### config.mk
export PLATFORM = sky130hd
export DESIGN_NAME = skt_ctrl
export DESIGN_NICKNAME = d
export VERILOG_FILES = /design/src/rtl/core/skt_pkg.sv /design/src/rtl/core/skt_ctrl.sv
export SDC_FILE = /design/constraint.sdc
export NUM_CORES = 1
export LEC_CHECK = 0
export BUFFER_PORTS_ARGS = -buffer_cell sky130_fd_sc_hd__buf_2
export CAP_MARGIN = 20
export CORE_MARGIN = 3
export CORE_UTILIZATION = 60
export DETAILED_ROUTE_END_ITERATION = 10
export PLACE_DENSITY_LB_ADDON = 0.15
export SYNTH_ARGS = -nofsm -noshare
export SYNTH_HDL_FRONTEND = slang
export SYNTH_SLANG_ARGS = --single-unit
### constraint.sdc
create_clock -name clk_i -period 4.9 [get_ports clk_i]
set_input_delay 0.49 -clock clk_i [delete_from_list [all_inputs] [get_ports clk_i]]
set_output_delay 0.49 -clock clk_i [all_outputs]
set_load 0.005 [all_outputs]
### src/rtl/core/skt_pkg.sv
// ----------------------------------------------------------------------------
// skt_pkg
// Shared types and codes for the sorted key/tag table.
// ----------------------------------------------------------------------------
package skt_pkg;

  localparam int unsigned KeyW = 32;
  localparam int unsigned TagW = 32;

  typedef enum logic [1:0] {
    MODE_PUT   = 2'd0,
    MODE_SORT  = 2'd1,
    MODE_GET   = 2'd2,
    MODE_CLEAR = 2'd3
  } mode_e;

  typedef struct packed {
    logic [KeyW-1:0] key;
    logic [TagW-1:0] tag;
  } entry_t;

endpackage

### src/rtl/core/skt_ctrl.sv
// ----------------------------------------------------------------------------
// skt_ctrl
// Sequencer: append, clear, insertion sort and binary search over the store.
// ----------------------------------------------------------------------------
module skt_ctrl #(
  parameter int unsigned Capacity = 256,
  parameter int unsigned AddrW    = 8,
  parameter int unsigned CntW     = 9
) (
  input  logic                     clk_i,
  input  logic                     rst_ni,
  input  logic                     start_i,
  output logic                     busy_o,
  input  logic [1:0]               mode_i,
  input  logic [skt_pkg::KeyW-1:0] key_i,
  input  logic [skt_pkg::TagW-1:0] tag_in_i,
  output logic                     done_o,
  output logic                     found_o,
  output logic [skt_pkg::TagW-1:0] tag_out_o,
  output logic                     full_reject_o,
  output logic                     rd_en_o,
  output logic [AddrW-1:0]         rd_addr_o,
  input  skt_pkg::entry_t          rd_data_i,
  output logic                     wr_en_o,
  output logic [AddrW-1:0]         wr_addr_o,
  output skt_pkg::entry_t          wr_data_o
);
  import skt_pkg::*;

  localparam logic [2:0] ST_IDLE  = 3'd0;
  localparam logic [2:0] ST_LOAD  = 3'd1;
  localparam logic [2:0] ST_SCAN  = 3'd2;
  localparam logic [2:0] ST_PLACE = 3'd3;
  localparam logic [2:0] ST_SRCH  = 3'd4;

  localparam logic [CntW-1:0] CapCnt = CntW'(Capacity);

  logic [2:0]      state_q, state_d;
  logic [CntW-1:0] count_q, count_d;
  logic [CntW-1:0] i_q, i_d;
  logic [AddrW-1:0] j_q, j_d;
  entry_t          x_q, x_d;
  logic [KeyW-1:0] key_q, key_d;
  logic [CntW-1:0] lo_q, lo_d;
  logic [CntW-1:0] hi_q, hi_d;
  logic [AddrW-1:0] mid_q, mid_d;
  logic            done_q, done_d;
  logic            found_q, found_d;
  logic [TagW-1:0] tag_q, tag_d;
  logic            reject_q, reject_d;

  mode_e           mode;
  logic            accept;
  logic [CntW-1:0] mid_ext;
  logic [CntW-1:0] mid_inc;
  logic [CntW:0]   sum_lt;
  logic [CntW:0]   sum_gt;
  logic [CntW:0]   sum_first;
  logic [CntW-1:0] i_inc;

  assign mode      = mode_e'(mode_i);
  assign accept    = start_i && (state_q == ST_IDLE);
  assign mid_ext   = CntW'(mid_q);
  assign mid_inc   = mid_ext + CntW'(1);
  assign sum_lt    = (CntW+1)'(lo_q) + (CntW+1)'(mid_ext) - (CntW+1)'(1);
  assign sum_gt    = (CntW+1)'(mid_ext) + (CntW+1)'(hi_q);
  assign sum_first = (CntW+1)'(count_q) - (CntW+1)'(1);
  assign i_inc     = i_q + CntW'(1);

  always_comb begin
    state_d   = state_q;
    count_d   = count_q;
    i_d       = i_q;
    j_d       = j_q;
    x_d       = x_q;
    key_d     = key_q;
    lo_d      = lo_q;
    hi_d      = hi_q;
    mid_d     = mid_q;
    done_d    = 1'b0;
    found_d   = found_q;
    tag_d     = tag_q;
    reject_d  = reject_q;
    rd_en_o   = 1'b0;
    rd_addr_o = '0;
    wr_en_o   = 1'b0;
    wr_addr_o = '0;
    wr_data_o = x_q;

    case (state_q)
      ST_IDLE: begin
        if (accept) begin
          found_d  = 1'b0;
          tag_d    = '0;
          reject_d = 1'b0;
          case (mode)
            MODE_PUT: begin
              done_d = 1'b1;
              if (count_q == CapCnt) begin
                reject_d = 1'b1;
              end else begin
                wr_en_o   = 1'b1;
                wr_addr_o = count_q[AddrW-1:0];
                wr_data_o = '{key: key_i, tag: tag_in_i};
                count_d   = count_q + CntW'(1);
              end
            end
            MODE_SORT: begin
              if (count_q < CntW'(2)) begin
                done_d = 1'b1;
              end else begin
                i_d       = CntW'(1);
                rd_en_o   = 1'b1;
                rd_addr_o = AddrW'(1);
                state_d   = ST_LOAD;
              end
            end
            MODE_GET: begin
              key_d = key_i;
              if (count_q == '0) begin
                done_d = 1'b1;
              end else begin
                lo_d      = '0;
                hi_d      = count_q;
                mid_d     = AddrW'(sum_first >> 1);
                rd_en_o   = 1'b1;
                rd_addr_o = AddrW'(sum_first >> 1);
                state_d   = ST_SRCH;
              end
            end
            MODE_CLEAR: begin
              count_d = '0;
              done_d  = 1'b1;
            end
            default: begin
              done_d = 1'b1;
            end
          endcase
        end
      end

      ST_LOAD: begin
        x_d       = rd_data_i;
        j_d       = i_q[AddrW-1:0];
        rd_en_o   = 1'b1;
        rd_addr_o = i_q[AddrW-1:0] - AddrW'(1);
        state_d   = ST_SCAN;
      end

      ST_SCAN: begin
        if (x_q.key < rd_data_i.key) begin
          wr_en_o   = 1'b1;
          wr_addr_o = j_q;
          wr_data_o = rd_data_i;
          j_d       = j_q - AddrW'(1);
          if (j_q == AddrW'(1)) begin
            state_d = ST_PLACE;
          end else begin
            rd_en_o   = 1'b1;
            rd_addr_o = j_q - AddrW'(2);
          end
        end else begin
          state_d = ST_PLACE;
        end
      end

      ST_PLACE: begin
        wr_en_o   = 1'b1;
        wr_addr_o = j_q;
        wr_data_o = x_q;
        i_d       = i_inc;
        if (i_inc == count_q) begin
          done_d  = 1'b1;
          state_d = ST_IDLE;
        end else begin
          rd_en_o   = 1'b1;
          rd_addr_o = i_inc[AddrW-1:0];
          state_d   = ST_LOAD;
        end
      end

      ST_SRCH: begin
        if (key_q == rd_data_i.key) begin
          found_d = 1'b1;
          tag_d   = rd_data_i.tag;
          done_d  = 1'b1;
          state_d = ST_IDLE;
        end else if (key_q < rd_data_i.key) begin
          if (lo_q >= mid_ext) begin
            done_d  = 1'b1;
            state_d = ST_IDLE;
          end else begin
            hi_d      = mid_ext;
            mid_d     = AddrW'(sum_lt >> 1);
            rd_en_o   = 1'b1;
            rd_addr_o = AddrW'(sum_lt >> 1);
          end
        end else begin
          if (mid_inc >= hi_q) begin
            done_d  = 1'b1;
            state_d = ST_IDLE;
          end else begin
            lo_d      = mid_inc;
            mid_d     = AddrW'(sum_gt >> 1);
            rd_en_o   = 1'b1;
            rd_addr_o = AddrW'(sum_gt >> 1);
          end
        end
      end

      default: begin
        state_d = ST_IDLE;
      end
    endcase
  end

  always_ff @(posedge clk_i or negedge rst_ni) begin
    if (!rst_ni) begin
      state_q  <= ST_IDLE;
      count_q  <= '0;
      done_q   <= 1'b0;
      found_q  <= 1'b0;
      tag_q    <= '0;
      reject_q <= 1'b0;
    end else begin
      state_q  <= state_d;
      count_q  <= count_d;
      done_q   <= done_d;
      found_q  <= found_d;
      tag_q    <= tag_d;
      reject_q <= reject_d;
    end
  end

  always_ff @(posedge clk_i) begin
    i_q   <= i_d;
    j_q   <= j_d;
    x_q   <= x_d;
    key_q <= key_d;
    lo_q  <= lo_d;
    hi_q  <= hi_d;
    mid_q <= mid_d;
  end

  assign busy_o        = (state_q != ST_IDLE);
  assign done_o        = done_q;
  assign found_o       = found_q;
  assign tag_out_o     = tag_q;
  assign full_reject_o = reject_q;

`ifndef SYNTHESIS
  a_count_bound: assert property (@(posedge clk_i) disable iff (!rst_ni)
    count_q <= CapCnt)
    else $error("entry count above capacity");

  a_done_idle: assert property (@(posedge clk_i) disable iff (!rst_ni)
    done_q |-> (state_q == ST_IDLE))
    else $error("result strobe while sequencer still busy");

  a_full_put: assert property (@(posedge clk_i) disable iff (!rst_ni)
    (accept && (mode == MODE_PUT) && (count_q == CapCnt))
      |=> (done_q && reject_q && (count_q == CapCnt)))
    else $error("put to full table not rejected");

  a_srch_window: assert property (@(posedge clk_i) disable iff (!rst_ni)
    (state_q == ST_SRCH) |-> ((lo_q <= mid_ext) && (mid_ext < hi_q) && (hi_q <= count_q)))
    else $error("search probe outside window");

  a_excl_flags: assert property (@(posedge clk_i) disable iff (!rst_ni)
    done_q |-> !(found_q && reject_q))
    else $error("found and reject both set");
`endif

endmodule

==> summary.txt <==
STA
  – Fmax: ~0.23 GHz
  – Worst Skew: 0.0184 ns
  – Slew headroom: 30.7%
  – Tmin final: 4.37 ns
  – Setup TNS: 0 ns
  – Period Utilization, post-route: 89.2%
  – Worst-Margin Slew: 1.04 ns
  – Setup repair after global routing missed its margin: false
  – Final Max Tran Viols: 0
  – Setup violations, final: 0
  – Final hold vios: 0

Global route
  – GR peak layer: met2
  – Global-route wire length before repair: 59.8 mm
  – Met3 Use GR: roughly 8.1%
  – Vias in the first global route: 11000
  – Total track usage: between 30% and 40%
  – Initial antenna violation count: 5
  – Total congestion overflow: 0
  – GR Util met2: 51.2%
  – Largest net degree at the start of global routing: 87
  – Met1 usage: between 40% and 50%

Logic synthesis
  – Post-Syn Instances: 1305
  – Post-synth EDFFs: 139
  – Yosys reg bits: 186
  – Post-synthesis cell type count: 67
  – Post-synth ARST share: 25.3%
  – Synth Area per Inst: 9.80 um^2
  – Post-Syn Nets: 1557
  – Sequential share of the synthesized area: about two fifths
  – Main flop type after synthesis: edfxtp_1
  – Mapped cell area: roughly 0.013 mm^2
  – Yosys warns: 0

Floorplanning
  – Die area: 0.0231 mm^2
  – Core Area: approximately 0.021 mm^2
  – Starting Density: 62.2%
  – # IOs: approximately 250
  – Die H: 152 um
  – Chip width: 152 um
  – Num rows: 52

CTS
  – Clock slew at reported path FFs: approximately 0.080 ns
  – CTS tree: built
  – Clock tree buffer depth: 2
  – CTS sink cnt: 186
  – CTS H-tree depth: 4
  – CTS resizes: 0
  – CTS root buf: clkbuf_16
  – Worst skew pair latency: 0.45 ns
  – Hold_buf cts: 0
  – Setup Fix Bufs, Post-CTS: 0
  – Inserted Clock Buffers: 17

Setup path
  – CP Max Fanout: 8
  – Req. time, crit path: roughly 4.4 ns
  – CP Class: reg -> out
  – CP Launch Type: flop
  – Buf/Inv on CP: 1
  – Crit-path max cell delay: around 0.56 ns
  – Crit path cell chain: ha_1 -> nand3_1 -> xnor2_1 -> ha_1 -> nand4_1 -> nor2_1 -> nor4_1 -> a21oi_1 -> or4_1 -> nor3_1 -> a221oi_1 -> nand3_1 -> buf_2
  – Worst path arrival time: about 3.9 ns
  – Crit path capture type: primary output
  – Critical Path Slowest Stage Cell: or4_1
  – Critical path's top delay family: simple AND/OR/NAND/NOR gates

Finish
  – Share of cells above drive strength 1: 25.2%
  – Final net count: 1757
  – Most frequent cells in the layout: 250 x buf_2, 139 x edfxtp_1, 135 x o22ai_1, 119 x nand2_1, 117 x ha_1
  – Synth-to-layout area growth: 15.5%
  – Fill count: 1603
  – Reg area: 0.00535 mm^2
  – Multi-input gate area: 0.00677 mm^2
  – Commonest non-fill, non-tap cell in the layout: buf_2

Pwr
  – P_sw: about 0.0033 W
  – Clock network power share: 18.0%
  – IR Drop Worst-Case VDD: between 0.3 and 0.4 mV
  – Leak Pwr: 6.58 nW
  – Cell Int Power: 0.00435 W
  – Overall power: 0.00766 W
  – Comb pwr share: between 40% and 50%
  – Switch share: 43.2%
  – Flop pwr share: 32.5%
  – Power per Cell Area: 519 mW/mm^2

Placement
  – Post-DP HPWL: about 27 mm
  – IO buf count: 250
  – RD Place Congestion: approximately 0.94

Min path
  – Hold crit path type: in -> async

Detailed routing
  – Number of remaining DRC errors: 0
  – Drt via density: 6.35
  – Iter 0 DRT Violations: about 960
  – DRT Pass-1 Iters: 5
  – Per-cell routed wire length: 21.1 um
  – Via Count: 11400
  – Final ANT Viol Nets: 0
  – Post-Route WL: between 30 and 40 mm

Run status
  – Outcome: completed

Job
  – Maxcap violations: 0
per-stage QoR:
| step | instances | hold slack (ns) | worst slack, ns | cell area, um^2 | util [%] |
|---|---|---|---|---|---|
| after floorplan | 1305 | 0.194 | 1.74 | 12800 | - |
| after global placement | 1756 | 0.458 | 0.945 | 14200 | 68.9 |
| after detailed placement | 1756 | 0.463 | 0.875 | 14200 | 68.9 |
| after CTS | 1788 | 0.156 | 0.592 | 14800 | 71.8 |
| after global routing | 1790 | 0.171 | 0.257 | 14800 | 71.8 |
| final | 1791 | 0.131 | 0.527 | 14800 | 71.8 |
worst reg2reg max path: cells and delay by family, from the launching register on:
kind | cells | cell delay [ns]
xor gates and xnor gates | 1 | 0.17
and+or+nand+nor | 6 | 2.74
DFF | 1 | 0.71
registers in the layout (all words and copies together), names as in the netlist:
name           cells
mid_q              8
tag_out_o         32
full_reject_o      1
state_q            3
x_q               64
hi_q               9
i_q                9
count_q            9
j_q                8
key_q             32
found_o            1
lo_q               9
done_o             1
layout make-up:
| type | instances | area share [%] |
|---|---|---|
| Antenna cell | 3 | 0.0508 |
| Clock buffer | 18 | 2.91 |
| Clock inverter | 14 | 1.06 |
| Inverter | 88 | 2.24 |
| Multi-Input combinational cell | 948 | 45.9 |
| Sequential cell | 186 | 36.3 |
| Tap cell | 270 | 2.29 |
| Timing Repair Buffer | 264 | 9.35 |
power by group through the flow:
stage                     clock network (W)  registers (W)  logic, W
after detailed placement                  0        0.00251   0.00373
final                               0.00138        0.00249   0.00379
after floorplan                           0        0.00231   0.00257
after global placement                    0        0.00249   0.00365
after CTS                           0.00138        0.00248   0.00376
after global routing                0.00145        0.00254   0.00415
logic make-up (layout without fill, tap and decap cells):
family	Yosys count	count (layout)	synth area share (%)
and+or+nand+nor	344	344	13.3
adders and majority gates	119	119	11.8
other	0	3	0
AOI/OAI and AO/OA	352	352	17.0
muxes	71	71	6.19
xor gates and xnor gates	62	62	4.42
DFF	186	186	41.8
buffers and inverters	171	384	5.44
per-layer routing:
layer | up-vias | share of wire (%) | routed length (um)
met1 | 5463 | 41 | 15500
met4 | 6 | 3.0 | 1150
li1 | 5267 | - | -
met5 | - | 0.085 | 32
met2 | 556 | 47 | 17700
met3 | 85 | 9.2 | 3480
cells in the mapped netlist, types with 3 or more instances:
master	number	area share [%]
or2_2	5	0.24
a221oi_1	5	0.34
nor2_1	51	1.5
a211o_1	3	0.21
xnor2_1	36	2.5
and3_1	7	0.34
o31a_1	3	0.21
o31ai_1	5	0.29
or4_1	5	0.29
a31oi_1	7	0.34
buf_2	25	0.98
xor2_1	24	1.6
o21ai_0	28	1.1
ha_1	117	11
nor2b_1	15	0.73
a21o_1	16	0.94
nor3_1	13	0.51
nand3b_1	4	0.23
a211oi_1	4	0.23
o22ai_1	135	6.6
mux2i_1	6	0.47
nor3_2	3	0.23
nor3b_1	3	0.18
edfxtp_1	139	33
buf_1	5	0.15
nand4_1	23	1.1
o211ai_1	7	0.41
clkbuf_1	49	1.4
inv_1	88	2.6
and2_1	15	0.73
nor4_1	8	0.39
a22o_1	9	0.62
nand2_1	119	3.5
o21a_1	5	0.29
a21oi_1	108	4.2
nand2b_1	4	0.20
nand3_1	58	2.3
dfrtp_1	47	9.2
mux2_2	65	5.7
path summary, 6_finish.rpt:
path | cells past startpoint | start | to | slack (ns)
max in group asynchronous | 2 | rst_ni | state_q[1] | 4.26
min in group clk_i | 1 | key_i[12] | key_q[12] | 0.24
worst max register to register | 7 | state_q[1] | count_q[8] | 1.16
worst min-delay path | 2 | rst_ni | found_o | 0.13
worst max-delay path | 13 | mid_q[0] | rd_addr_o[6] | 0.53
worst min register to register | 2 | found_o | found_o | 0.48
Power figures use the tool's default switching activity.
